`config.mk`:
```
export PLATFORM = sky130hd
export DESIGN_NAME = variable_partition_allocator_core
export DESIGN_NICKNAME = d
export VERILOG_FILES = /design/src/vpa_pkg.sv /design/src/variable_partition_allocator_core.sv
export SDC_FILE = /design/constraint.sdc
export NUM_CORES = 2
export LEC_CHECK = 0
export BUFFER_PORTS_ARGS = -buffer_cell sky130_fd_sc_hd__clkbuf_2
export CORE_MARGIN = 4
export CORE_UTILIZATION = 57
export CTS_BUF_LIST = sky130_fd_sc_hd__clkbuf_8
export CTS_CLUSTER_DIAMETER = 60
export DETAILED_ROUTE_END_ITERATION = 16
export PLACE_DENSITY_LB_ADDON = 0.25
export SYNTH_ARGS = -nofsm -noshare
export SYNTH_HDL_FRONTEND = slang
export SYNTH_SLANG_ARGS = --single-unit
```
`constraint.sdc`:
```
create_clock -name clk -period 6.8 [get_ports clk]
set_input_delay 1.36 -clock clk [delete_from_list [all_inputs] [get_ports clk]]
set_output_delay 1.36 -clock clk [all_outputs]
set_load 0.01 [all_outputs]
```
`src/vpa_pkg.sv`:
```
`timescale 1ns / 1ps

package vpa_pkg;

  localparam int AW = 24;
  localparam int JW = 8;

  typedef logic [AW-1:0] addr_t;
  typedef logic [JW-1:0] job_t;

  localparam logic [1:0] OP_ALLOC   = 2'd0;
  localparam logic [1:0] OP_RECLAIM = 2'd1;
  localparam logic [1:0] OP_INIT    = 2'd2;

  localparam logic [2:0] ST_OK        = 3'd0;
  localparam logic [2:0] ST_NO_FIT    = 3'd1;
  localparam logic [2:0] ST_USED_FULL = 3'd2;
  localparam logic [2:0] ST_NOT_FOUND = 3'd3;
  localparam logic [2:0] ST_FREE_FULL = 3'd4;

  localparam logic [1:0] CFG_POOL_BASE   = 2'd0;
  localparam logic [1:0] CFG_POOL_LENGTH = 2'd1;
  localparam logic [1:0] CFG_SPLIT_THR   = 2'd2;

  localparam addr_t RST_POOL_BASE   = 24'd10240;
  localparam addr_t RST_POOL_LENGTH = 24'd10240;
  localparam addr_t RST_SPLIT_THR   = 24'd100;

  function automatic addr_t sat_add(addr_t a, addr_t b);
    logic [AW:0] s;
    s = {1'b0, a} + {1'b0, b};
    return s[AW] ? {AW{1'b1}} : s[AW-1:0];
  endfunction

endpackage

```
`src/variable_partition_allocator_core.sv`:
```
`timescale 1ns / 1ps
// Steps: an allocate scans the free table, then commits on a fit; a reclaim scans the
// allocated table, then the free table for neighbors, then commits; init and job-zero skip scans.
// Throughput: one item at a time; the table scans read one entry per cycle from the
// free and allocated table memories, so a reclaim sets the worst case.
// Reset (rst_n low, synchronous) clears valid bits and loads the pool registers; the
// next cycle writes entry zero of the free table, then the block takes items.
module variable_partition_allocator_core #(
  parameter int FREE_ENTRIES = 16,
  parameter int USED_ENTRIES = 16
) (
  input  logic                  clk,
  input  logic                  rst_n,
  input  logic                  in_valid,
  output logic                  in_stall,
  input  logic [1:0]            in_operation,
  input  logic [7:0]            in_job_id,
  input  logic [23:0]           in_request_length,
  output logic                  out_valid,
  input  logic                  out_stall,
  output logic [2:0]            out_status,
  output logic [23:0]           out_granted_address,
  output logic [23:0]           out_granted_length,
  input  logic                  cfg_valid,
  output logic                  cfg_ready,
  input  logic [1:0]            cfg_index,
  input  logic [23:0]           cfg_data
);

  localparam int FW   = $clog2(FREE_ENTRIES);
  localparam int UW   = $clog2(USED_ENTRIES);
  localparam int MAXE = (FREE_ENTRIES > USED_ENTRIES) ? FREE_ENTRIES : USED_ENTRIES;
  localparam int CW   = $clog2(MAXE + 1);
  localparam int AW   = vpa_pkg::AW;
  localparam int JW   = vpa_pkg::JW;

  typedef enum logic [2:0] {
    S_INIT, S_IDLE, S_FSCAN, S_USCAN, S_RSCAN, S_COMMIT, S_DONE
  } state_t;

  state_t state_r;

  vpa_pkg::addr_t pool_base_r, pool_len_r, thr_r;

  logic [2*AW-1:0]    free_mem [FREE_ENTRIES];
  logic [2*AW+JW-1:0] used_mem [USED_ENTRIES];
  logic [2*AW-1:0]    free_rd_r;
  logic [2*AW+JW-1:0] used_rd_r;
  logic [FREE_ENTRIES-1:0] free_valid_r;
  logic [USED_ENTRIES-1:0] used_valid_r;

  logic [1:0]      op_r;
  vpa_pkg::job_t   job_r;
  vpa_pkg::addr_t  req_r;
  logic            init_res_r;

  logic [CW-1:0]   rd_idx_r, chk_idx_r;
  logic            chk_v_r;

  // allocate: chosen free entry; reclaim: allocated entry and neighbors
  logic [FW-1:0]   k_idx_r;
  vpa_pkg::addr_t  k_start_r, k_size_r;
  logic [UW-1:0]   s_idx_r;
  vpa_pkg::addr_t  st_r, ln_r;
  logic            up_f_r, lo_f_r;
  logic [FW-1:0]   up_idx_r, lo_idx_r;
  vpa_pkg::addr_t  up_start_r, up_size_r, lo_size_r;

  logic [2:0]      res_status_r;
  vpa_pkg::addr_t  res_addr_r, res_len_r;
  logic            out_valid_r;
  logic [2:0]      out_status_r;
  vpa_pkg::addr_t  out_addr_r, out_len_r;

  logic [CW-1:0]   scan_lim;
  logic            exhausted;
  logic            u_hit;
  logic [FW-1:0]   cf;
  logic [UW-1:0]   cu;
  vpa_pkg::addr_t  rd_fstart, rd_fsize, rd_ustart, rd_usize;
  vpa_pkg::job_t   rd_owner;

  logic [FW-1:0]   inv_idx;
  logic            inv_found;
  logic [UW-1:0]   emp_idx;
  logic            emp_found;

  logic            fw_en;
  logic [FW-1:0]   fw_addr;
  logic [2*AW-1:0] fw_data;
  logic            uw_en;
  logic [UW-1:0]   uw_addr;
  logic [2*AW+JW-1:0] uw_data;
  logic            fv_clr, fv_set, uv_set, uv_clr;
  logic [FW-1:0]   fv_clr_idx, fv_set_idx;
  logic [2:0]      cm_status;
  vpa_pkg::addr_t  cm_addr, cm_len;
  vpa_pkg::addr_t  leftover;
  logic            whole, lo_eff;

  assign in_stall            = (state_r != S_IDLE);
  assign cfg_ready           = 1'b1;
  assign out_valid           = out_valid_r;
  assign out_status          = out_status_r;
  assign out_granted_address = out_addr_r;
  assign out_granted_length  = out_len_r;

  assign scan_lim  = (state_r == S_USCAN) ? CW'(USED_ENTRIES) : CW'(FREE_ENTRIES);
  assign exhausted = !chk_v_r && (rd_idx_r == scan_lim);
  assign cf        = chk_idx_r[FW-1:0];
  assign cu        = chk_idx_r[UW-1:0];
  assign rd_fstart = free_rd_r[2*AW-1:AW];
  assign rd_fsize  = free_rd_r[AW-1:0];
  assign rd_ustart = used_rd_r[2*AW+JW-1:AW+JW];
  assign rd_usize  = used_rd_r[AW+JW-1:JW];
  assign rd_owner  = used_rd_r[JW-1:0];
  assign u_hit     = (state_r == S_USCAN) && chk_v_r && used_valid_r[cu] &&
                     (rd_owner == job_r);

  always_comb begin
    inv_idx   = '0;
    inv_found = 1'b0;
    for (int i = FREE_ENTRIES - 1; i >= 0; i--) begin
      if (!free_valid_r[i]) begin
        inv_idx   = FW'(i);
        inv_found = 1'b1;
      end
    end
  end

  always_comb begin
    emp_idx   = '0;
    emp_found = 1'b0;
    for (int i = USED_ENTRIES - 1; i >= 0; i--) begin
      if (!used_valid_r[i]) begin
        emp_idx   = UW'(i);
        emp_found = 1'b1;
      end
    end
  end

  // Table updates of a request, applied in the commit cycle, and the init write of entry zero.
  always_comb begin
    fw_en      = 1'b0;
    fw_addr    = '0;
    fw_data    = '0;
    uw_en      = 1'b0;
    uw_addr    = '0;
    uw_data    = '0;
    fv_clr     = 1'b0;
    fv_clr_idx = '0;
    fv_set     = 1'b0;
    fv_set_idx = '0;
    uv_set     = 1'b0;
    uv_clr     = 1'b0;
    cm_status  = vpa_pkg::ST_OK;
    cm_addr    = '0;
    cm_len     = '0;
    leftover   = k_size_r - req_r;
    whole      = (leftover <= thr_r);
    lo_eff     = lo_f_r && !(up_f_r && (up_idx_r == lo_idx_r));
    if (state_r == S_INIT) begin
      fw_en   = 1'b1;
      fw_data = {pool_base_r, pool_len_r};
    end else if (state_r == S_COMMIT) begin
      if (op_r == vpa_pkg::OP_ALLOC) begin
        if (!emp_found) begin
          cm_status = vpa_pkg::ST_USED_FULL;
        end else begin
          if (whole) begin
            fv_clr     = 1'b1;
            fv_clr_idx = k_idx_r;
            cm_addr    = k_start_r;
            cm_len     = k_size_r;
          end else begin
            fw_en   = 1'b1;
            fw_addr = k_idx_r;
            fw_data = {k_start_r, leftover};
            cm_addr = k_start_r + leftover;
            cm_len  = req_r;
          end
          uw_en   = 1'b1;
          uw_addr = emp_idx;
          uw_data = {cm_addr, cm_len, job_r};
          uv_set  = 1'b1;
        end
      end else begin
        cm_addr = st_r;
        cm_len  = ln_r;
        if (up_f_r && lo_eff) begin
          fw_en      = 1'b1;
          fw_addr    = up_idx_r;
          fw_data    = {up_start_r,
                        vpa_pkg::sat_add(vpa_pkg::sat_add(up_size_r, lo_size_r), ln_r)};
          fv_clr     = 1'b1;
          fv_clr_idx = lo_idx_r;
        end else if (up_f_r) begin
          fw_en   = 1'b1;
          fw_addr = up_idx_r;
          fw_data = {up_start_r, vpa_pkg::sat_add(up_size_r, ln_r)};
        end else if (lo_eff) begin
          fw_en   = 1'b1;
          fw_addr = lo_idx_r;
          fw_data = {st_r, vpa_pkg::sat_add(lo_size_r, ln_r)};
        end else if (inv_found) begin
          fw_en      = 1'b1;
          fw_addr    = inv_idx;
          fw_data    = {st_r, ln_r};
          fv_set     = 1'b1;
          fv_set_idx = inv_idx;
        end else begin
          cm_status = vpa_pkg::ST_FREE_FULL;
        end
        uv_clr = (cm_status == vpa_pkg::ST_OK);
      end
      if (cm_status != vpa_pkg::ST_OK) begin
        cm_addr = '0;
        cm_len  = '0;
      end
    end
  end

  always_ff @(posedge clk) begin
    if (fw_en) begin
      free_mem[fw_addr] <= fw_data;
    end
    if (rd_idx_r < CW'(FREE_ENTRIES)) begin
      free_rd_r <= free_mem[rd_idx_r[FW-1:0]];
    end
  end

  always_ff @(posedge clk) begin
    if (uw_en) begin
      used_mem[uw_addr] <= uw_data;
    end
    if (rd_idx_r < CW'(USED_ENTRIES)) begin
      used_rd_r <= used_mem[rd_idx_r[UW-1:0]];
    end
  end

  always_ff @(posedge clk) begin
    if (!rst_n) begin
      state_r      <= S_INIT;
      init_res_r   <= 1'b0;
      pool_base_r  <= vpa_pkg::RST_POOL_BASE;
      pool_len_r   <= vpa_pkg::RST_POOL_LENGTH;
      thr_r        <= vpa_pkg::RST_SPLIT_THR;
      free_valid_r <= '0;
      used_valid_r <= '0;
      out_valid_r  <= 1'b0;
      rd_idx_r     <= '0;
      chk_v_r      <= 1'b0;
      up_f_r       <= 1'b0;
      lo_f_r       <= 1'b0;
    end else begin
      if (cfg_valid && cfg_ready) begin
        unique case (cfg_index)
          vpa_pkg::CFG_POOL_BASE:   pool_base_r <= cfg_data;
          vpa_pkg::CFG_POOL_LENGTH: pool_len_r  <= cfg_data;
          vpa_pkg::CFG_SPLIT_THR:   thr_r       <= cfg_data;
          default: ;
        endcase
      end
      if (out_valid_r && !out_stall && (state_r != S_DONE)) begin
        out_valid_r <= 1'b0;
      end

      // shared scan pipeline: address issued one cycle, entry checked the next
      if ((state_r == S_FSCAN || state_r == S_USCAN || state_r == S_RSCAN) && !u_hit) begin
        if (rd_idx_r < scan_lim) begin
          rd_idx_r  <= rd_idx_r + 1'b1;
          chk_idx_r <= rd_idx_r;
          chk_v_r   <= 1'b1;
        end else begin
          chk_v_r <= 1'b0;
        end
      end

      unique case (state_r)
        S_INIT: begin
          free_valid_r    <= FREE_ENTRIES'(1);
          used_valid_r    <= '0;
          res_status_r    <= vpa_pkg::ST_OK;
          res_addr_r      <= '0;
          res_len_r       <= '0;
          state_r         <= init_res_r ? S_DONE : S_IDLE;
        end
        S_IDLE: begin
          if (in_valid) begin
            op_r         <= in_operation;
            job_r        <= in_job_id;
            req_r        <= in_request_length;
            rd_idx_r     <= '0;
            chk_v_r      <= 1'b0;
            res_status_r <= vpa_pkg::ST_OK;
            res_addr_r   <= '0;
            res_len_r    <= '0;
            case (in_operation)
              vpa_pkg::OP_ALLOC, vpa_pkg::OP_RECLAIM: begin
                if (in_job_id == '0) begin
                  res_status_r <= vpa_pkg::ST_NOT_FOUND;
                  state_r      <= S_DONE;
                end else begin
                  state_r <= (in_operation == vpa_pkg::OP_ALLOC) ? S_FSCAN : S_USCAN;
                end
              end
              vpa_pkg::OP_INIT: begin
                init_res_r <= 1'b1;
                state_r    <= S_INIT;
              end
              default: state_r <= S_DONE;
            endcase
          end
        end
        S_FSCAN: begin
          if (chk_v_r && free_valid_r[cf] && (rd_fsize >= req_r)) begin
            k_idx_r   <= cf;
            k_start_r <= rd_fstart;
            k_size_r  <= rd_fsize;
            state_r   <= S_COMMIT;
          end else if (exhausted) begin
            res_status_r <= vpa_pkg::ST_NO_FIT;
            state_r      <= S_DONE;
          end
        end
        S_USCAN: begin
          if (u_hit) begin
            s_idx_r  <= cu;
            st_r     <= rd_ustart;
            ln_r     <= rd_usize;
            up_f_r   <= 1'b0;
            lo_f_r   <= 1'b0;
            rd_idx_r <= '0;
            chk_v_r  <= 1'b0;
            state_r  <= S_RSCAN;
          end else if (exhausted) begin
            res_status_r <= vpa_pkg::ST_NOT_FOUND;
            state_r      <= S_DONE;
          end
        end
        S_RSCAN: begin
          if (chk_v_r && free_valid_r[cf] && !(up_f_r && lo_f_r)) begin
            if (({1'b0, rd_fstart} + {1'b0, rd_fsize}) == {1'b0, st_r}) begin
              up_f_r     <= 1'b1;
              up_idx_r   <= cf;
              up_start_r <= rd_fstart;
              up_size_r  <= rd_fsize;
            end
            if ({1'b0, rd_fstart} == ({1'b0, st_r} + {1'b0, ln_r})) begin
              lo_f_r    <= 1'b1;
              lo_idx_r  <= cf;
              lo_size_r <= rd_fsize;
            end
          end
          if ((up_f_r && lo_f_r) || exhausted) begin
            state_r <= S_COMMIT;
          end
        end
        S_COMMIT: begin
          if (fv_clr) free_valid_r[fv_clr_idx] <= 1'b0;
          if (fv_set) free_valid_r[fv_set_idx] <= 1'b1;
          if (uv_set) used_valid_r[emp_idx] <= 1'b1;
          if (uv_clr) used_valid_r[s_idx_r] <= 1'b0;
          res_status_r <= cm_status;
          res_addr_r   <= cm_addr;
          res_len_r    <= cm_len;
          state_r      <= S_DONE;
        end
        S_DONE: begin
          if (!out_valid_r || !out_stall) begin
            out_valid_r  <= 1'b1;
            out_status_r <= res_status_r;
            out_addr_r   <= res_addr_r;
            out_len_r    <= res_len_r;
            init_res_r   <= 1'b0;
            state_r      <= S_IDLE;
          end
        end
        default: state_r <= S_IDLE;
      endcase
    end
  end

endmodule

```
== Word level (Yosys, flattened, before mapping) ==
Memories as Yosys holds them, arrays and structs flattened. A register that Yosys moved wholly into a read port is not among the register bits.
Cells that the tools add are included.
W data, S select, Z words.

* Bits in registers: 441
* Memories: 2
* Input bits: 65
* Logic and storage cells: 373
* Bits in writable memories: 1664

* Reduce and logical (&&, ||, !) cells: 57
* $add $sub $neg: 9
* Bitwise operators: 6
* Multiplexer cells: 225
* Eq/ne operators: 29
* $lt $le $gt $ge: 12

{| class="wikitable"
|+ Memories
! memory !! depth !! width !! rd ports !! clocked after Yosys merged registers in !! wr ports !! line !! source
|-
| used_mem || 16 || 56 || 1 || 1 || 1 || variable_partition_allocator_core.sv:46 || <nowiki>logic [2*AW+JW-1:0] used_mem [USED_ENTRIES];</nowiki>
|-
| free_mem || 16 || 48 || 1 || 1 || 1 || variable_partition_allocator_core.sv:45 || <nowiki>logic [2*AW-1:0] free_mem [FREE_ENTRIES];</nowiki>
|}

{| class="wikitable"
|+ Operators by type and width
! operator !! count
|-
| $mux W48 || 9
|-
| $mux W24 || 13
|-
| $mux W4 || 57
|-
| $mux W56 || 4
|-
| $add A24 B24 Y25 || 6
|-
| $pmux W24 S3 || 2
|-
| $mux W16 || 8
|-
| $mux W1 || 86
|-
| $mux W3 || 23
|-
| $pmux W16 S2 || 2
|-
| $and A16 B16 Y16 || 2
|-
| $not A16 Y16 || 2
|-
| $or A16 B16 Y16 || 2
|-
| $eq A24 B25 Y1 || 1
|-
| $eq A25 B24 Y1 || 1
|-
| $lt A4 B5 Y1 const B || 5
|-
| $add A24 B24 Y24 || 1
|-
| $ge A24 B24 Y1 || 1
|-
| $le A24 B24 Y1 || 1
|-
| $sub A24 B24 Y24 || 1
|-
| $pmux W3 S7 || 1
|-
| $reduce_and A3 Y1 || 7
|-
| $mux W5 || 4
|-
| $reduce_and A4 Y1 || 5
|-
| 34 further kinds || 94
|}

== Longest topological paths before layout ==
* Word-level depth: 32
* Mapped depth: 26
* Mapped depth without buffers: 25

== Least setup slack after synthesis ==
No wires, ideal clock.

* Path type: reg2reg
* From: register k_size_r[0]
* To: memory free_mem[7][0] (netlist name) (enable)
* Cell stages (with the launch flop): 22
* Path buffers: 0
* Slack: -0.480 ns
* Data required time: 6.346 ns
* Setup time: 0.454 ns
* Data arrival time: 6.826 ns
* Cells stage by stage: edfxtp_1 inv_1 ha_1 inv_1 fa_1 a211oi_2 o21ai_1 a2111oi_2 nor3_1 a311oi_2 o2111ai_1 o31ai_1 xnor2_1 ha_1 nand4_1 or3_1 o2bb2ai_1 o31a_1 a21oi_1 a311o_1 or2_2 nor2_1

* Cells in the longest elaborated chain, start to end: 9
* Elaborated cells between the ends (all ways): 14
* Those cells by class: add/sub (1); order compare (1); mux (12)

{| class="wikitable"
|+ Ends and longest elaborated chain
! item !! line !! source
|-
| start: declaration || variable_partition_allocator_core.sv:62 || <nowiki>vpa_pkg::addr_t k_start_r, k_size_r;</nowiki>
|-
| start signal: assignment || variable_partition_allocator_core.sv:319 || <nowiki>k_size_r <= rd_fsize;</nowiki>
|-
| $sub A24 B24 Y24 * || variable_partition_allocator_core.sv:159 || <nowiki>leftover = k_size_r - req_r;</nowiki>
|-
| $le A24 B24 Y1 * || variable_partition_allocator_core.sv:160 || <nowiki>whole = (leftover <= thr_r);</nowiki>
|-
| $mux W1 || variable_partition_allocator_core.sv:170 || <nowiki>if (whole) begin</nowiki>
|-
| $mux W1 || variable_partition_allocator_core.sv:167 || <nowiki>if (!emp_found) begin</nowiki>
|-
| $mux W1 || variable_partition_allocator_core.sv:166 || <nowiki>if (op_r == vpa_pkg::OP_ALLOC) begin</nowiki>
|-
| $mux W1 || variable_partition_allocator_core.sv:165 || <nowiki>end else if (state_r == S_COMMIT) begin</nowiki>
|-
| $mux W1 || variable_partition_allocator_core.sv:162 || <nowiki>if (state_r == S_INIT) begin</nowiki>
|-
| $mux W1 || variable_partition_allocator_core.sv:224 || <nowiki>if (fw_en) begin</nowiki>
|-
| $mux W1 (not written as such) || variable_partition_allocator_core.sv:225 || <nowiki>free_mem[fw_addr] <= fw_data;</nowiki>
|-
| end: declaration || variable_partition_allocator_core.sv:45 ||
|}

Every way passes the cells marked *; elsewhere a longest branch is shown, timed or not.

== Worst setup path after layout ==
* From: register up_size_r[0]
* To: memory free_mem[8][17] (netlist name), data pin

* Cells in the longest elaborated chain, start to end: 8
* Elaborated cells between the ends (all ways): 11
* Those cells by class: add/sub (3); mux (8)

{| class="wikitable"
|+ Ends and longest elaborated chain
! item !! line !! source
|-
| start: declaration || variable_partition_allocator_core.sv:67 || <nowiki>vpa_pkg::addr_t up_start_r, up_size_r, lo_size_r;</nowiki>
|-
| start signal: assignment || variable_partition_allocator_core.sv:347 || <nowiki>up_size_r <= rd_fsize;</nowiki>
|-
| $add A24 B24 Y25 || vpa_pkg.sv:31 || <nowiki>s = {1'b0, a} + {1'b0, b};</nowiki>
|-
| $mux W24 || vpa_pkg.sv:32 || <nowiki>return s[AW] ? {AW{1'b1}} : s[AW-1:0];</nowiki>
|-
| $add A24 B24 Y25 || vpa_pkg.sv:31 ||
|-
| $mux W24 || vpa_pkg.sv:32 ||
|-
| $mux W48 * || variable_partition_allocator_core.sv:190 || <nowiki>if (up_f_r && lo_eff) begin</nowiki>
|-
| $mux W48 * || variable_partition_allocator_core.sv:166 ||
|-
| $mux W48 * || variable_partition_allocator_core.sv:165 ||
|-
| $mux W48 * || variable_partition_allocator_core.sv:162 ||
|-
| net fw_data[17] || variable_partition_allocator_core.sv:90 || <nowiki>logic [2*AW-1:0] fw_data;</nowiki>
|}

The timed path passes the listed nets; every way through them passes the cells marked *.

==> qor_table.md <==
| Metric | Reported |
| --- | --- |
| Final design instance area without fill | 108000 um2 |
| Part of the power in the clock network | 0.300 |
| Cell mode on critical path | buf_4 |
| Number of antenna-violating nets in the routed design | 0 |
| Setup repair after global routing missed its margin | false |
| Final Hold Fails | 0 |
| Most frequent cells in the layout | edfxtp_1, nand2_1, a21oi_1, clkbuf_8, o21ai_0 |
| Drt drc | 0 |
| Root buffer cell | clkbuf_8 |
| Number of placement rows | 150 |
| Die ar. | 176000 um2 |
| Synthesized area divided by synthesized cell count | 14.9 um2 |
| Placement-stage cell area | 101000 um2 |
| Pre-Repair DR Iteration Count | 9 |
| Total area of multi-input combinational cells | 30100 um2 |
| Pins over their slew limit | 0 |
| Post-detailed-route wirelength per cell | 31.5 um |
| Number of buffers created by CTS | 369 |
| Worst-path cell with the longest stage delay | fa_1 |
| Share of final-layout standard cells stronger than drive strength 1 | 0.173 |
| Warning count from the yosys run | 0 |
| Sum of overflow across all layers after global routing | 0 |
| Highest attainable clock frequency | 0.153 GHz |
| Crit start category | register |
| Max-cap violations | 0 |
| Placeable core region | 168000 um2 |
| Switching power summed over all nets | 10700 uW |
| Arrival time worst endpoint | 7.32 ns |
| Switching share of power | 0.305 |
| Number of sinks on the clock net | 2209 |
| Clock transition at the register clock pins on the worst setup and hold paths after CTS | 0.06 ns |
| Buffers added on ports | 117 |
| Total of flip-flops plus latches after synthesis | 2209 |
| Number of nets in the final layout | 7227 |
| Worst setup path category | reg2reg |
| Share of async-settable or async-resettable flops after synthesis | 0 |
| Setup Total Neg Slack | 0 ns |
| Endpoint of the worst hold-timing path | ln_r[1] |
| Initial core utilization | 0.575 |
| Die Height | 419 um |
| Post-synthesis cell count | 6484 |
| Synth-to-layout area growth | 11.7% |
| Pint | 24300 uW |
| CTS tree | done |
| Static Leakage | 0.0347 uW |
| Routed via count | 62600 |
| Final wirelength | 296 mm |
| Maximum count of clock buffers along a single path | 4 |
| RR Endpoint | free_mem[8][17] |
| Flip-flop and latch area | 65200 um2 |
| Most frequently used flop master after synthesis | edfxtp_1 |
| PD cells | 325 nW/um2 |
| Number of antenna violations at the first check in global routing | 15 |
| Share of total power in combinational logic | 0.211 |
| Data required time at the worst endpoint | 7.59 ns |
| Most common cell after layout, fill and taps aside | edfxtp_1 |
| Sequential power share | 0.488 |
| Slew at the pin closest to its max-slew limit | 1.26 ns |
| Total setup buffers inserted after CTS | 0 |
| EDFF count, synth | 2092 |
| Cells resized by post-CTS repair | 0 |
| Global routing usage summed across all routing layers | 0.333 |
| Beginning of the worst register-to-register path | up_size_r[0] |
| Crit path max fanout | 16 |
| Wire length of the first global-routing pass | 419 mm |
| Run status | finished clean |
| Clock period minus worst slack | 6.53 ns |
| Detailed placement HPWL | 192 mm |
| Share of synthesized area occupied by flip-flops and latches | 0.676 |
| Ports | 119 |
| Worst max-slew margin expressed relative to the limit | 0.157 |
| Number of nets in the synthesized netlist | 6797 |
| Fill cells | 12000 |
| Via count of the first global-routing pass | 60100 |
| Endpoint kind of the worst setup timing path | register |
| Delay contributed by the slowest stage of the critical path | 0.47 ns |
| Length in cells of the worst reg-to-reg path | 29 |
| Die X | 419 um |
| Worst Skew | 0.117 ns |
| Clock H-tree levels | 5 |
| # setup viols final | 0 |
| Post-synthesis instance area | 96400 um2 |
| R2R Setup Slk | 0.27 ns |
| Mean number of vias per cell | 6.67 |
| Highest ir drop seen on vdd | 0.348 mV |
| Final cycle utilization of the critical path | 0.960 |
| Clock latency reported for the late side of the worst-skew pair | 1.11 ns |
| Number of hold buffers added after CTS | 0 |
| Largest net degree at the start of global routing | 122 |
| Starting DRC count in detailed routing | 8963 |
| Global placement routability congestion | 1.04 |
| Hold_sp | used_rd_r[9] |
| Number of distinct library cells after synthesis | 98 |
| Hold path depth | 0 |
| Hold crit path type | reg2reg |
## worst max-delay path: cells and delay by family, from the launching register on
family | cells | cell delay, ns
compound gates | 18 | 3.62
fa+ha+maj | 4 | 1.17
buf+inv | 5 | 0.88
simple gates | 2 | 0.16
flops | 1 | 0.41
## state kept, by name (all words and copies together) (netlist names), 48 cells and up
register	count
used_rd_r	56
free_mem	768
used_mem	896
free_rd_r	48
## layer usage
layer / wire (um) / track usage / vias to the layer above
li1: - / - / 26400
met4: 18000 / 0.180 / 4
met5: 31 / 0 / -
met3: 34000 / 0.0820 / 845
met1: 109000 / 0.449 / 31300
met2: 134000 / 0.504 / 4029
## per-stage QoR
stage | power [uW] | hold WS (ns) | std cells | utilization | setup WS (ns)
6_report | 35000 | 0.392 | 9383 | 0.643 | 0.269
3_3_place_gp | 24500 | 0.401 | 8745 | 0.604 | 0.308
3_5_place_dp | 24600 | 0.405 | 8745 | 0.604 | 0.213
4_1_cts | 35000 | 0.375 | 9372 | 0.642 | 0.113
2_1_floorplan | 21700 | 0.400 | 6484 | - | -0.480
5_1_grt | 36200 | 0.417 | 9378 | 0.643 | 0.0123
## worst max path at each step
stage | cells after the start | slack, ns | to | from
2_1_floorplan | 21 | -0.48 | free_mem[7][0] | k_size_r[0]
3_3_place_gp | 27 | 0.31 | free_mem[5][4] | up_size_r[0]
3_5_place_dp | 23 | 0.21 | used_mem[6][24] | k_size_r[0]
4_1_cts | 23 | 0.11 | used_mem[0][24] | k_size_r[0]
5_1_grt | 29 | 0.01 | free_mem[8][0] | lo_size_r[0]
6_report | 29 | 0.27 | free_mem[8][17] | up_size_r[0]
## cells in the mapped netlist, drive strengths merged, types with 15 or more instances
master,n,area share
mux2,105,0.012
o211ai,32,0.0025
a31oi,36,0.0024
nor3,94,0.0049
nor2b,36,0.0023
xnor2,112,0.010
mux2i,356,0.037
a221oi,113,0.010
nand4,35,0.0023
or3,48,0.0032
nor2,268,0.010
and3,37,0.0024
nand2b,34,0.0022
mux4,218,0.051
o21a,30,0.0023
o21ai,406,0.021
o31ai,17,0.0015
xor2,84,0.0076
o221ai,22,0.0020
a22oi,123,0.0096
a21oi,470,0.025
edfxtp,2092,0.65
nand2,506,0.020
o22ai,15,0.00097
inv,124,0.0048
o21bai,22,0.0017
nor4,19,0.0014
o2111ai,15,0.0014
and2,21,0.0014
ha,240,0.031
buf,82,0.0036
nand3,65,0.0034
a21o,77,0.0060
a211oi,40,0.0032
dfxtp,117,0.024
clkbuf,221,0.0086
## area by class of cell
cell class / count / share of cell area
sequential: 2209 / 0.605
tap: 2204 / 0.0256
antenna: 9 / 0.000209
clock inverter: 250 / 0.0112
multi-input combinational: 3848 / 0.279
inverter: 124 / 0.00449
timing repair buffer: 362 / 0.0263
clock buffer: 377 / 0.0482
## power by group through the flow
stage | sequential [uW] | clock, uW | combinational (uW)
floorplan | 16600 | 0 | 5070
global placement | 17300 | 0 | 7200
detailed placement | 17300 | 0 | 7270
CTS | 17100 | 10700 | 7300
global route | 17100 | 11300 | 7840
finish | 17100 | 10500 | 7390
## cell families (layout without fill, tap and decap cells)
group / Yosys count / after routing / synth area share
AOI/OAI and AO/OA: 1516 / 1516 / 0.0989
muxes: 679 / 679 / 0.100
and+or+nand+nor: 1208 / 1208 / 0.0572
other: 1 / 10 / 0.0000389
adders and majority gates: 248 / 248 / 0.0328
buffers and inverters: 427 / 1113 / 0.0171
xor gates and xnor gates: 196 / 196 / 0.0178
DFF: 2209 / 2209 / 0.676
Note: power is estimated with default switching activity, not from simulation.
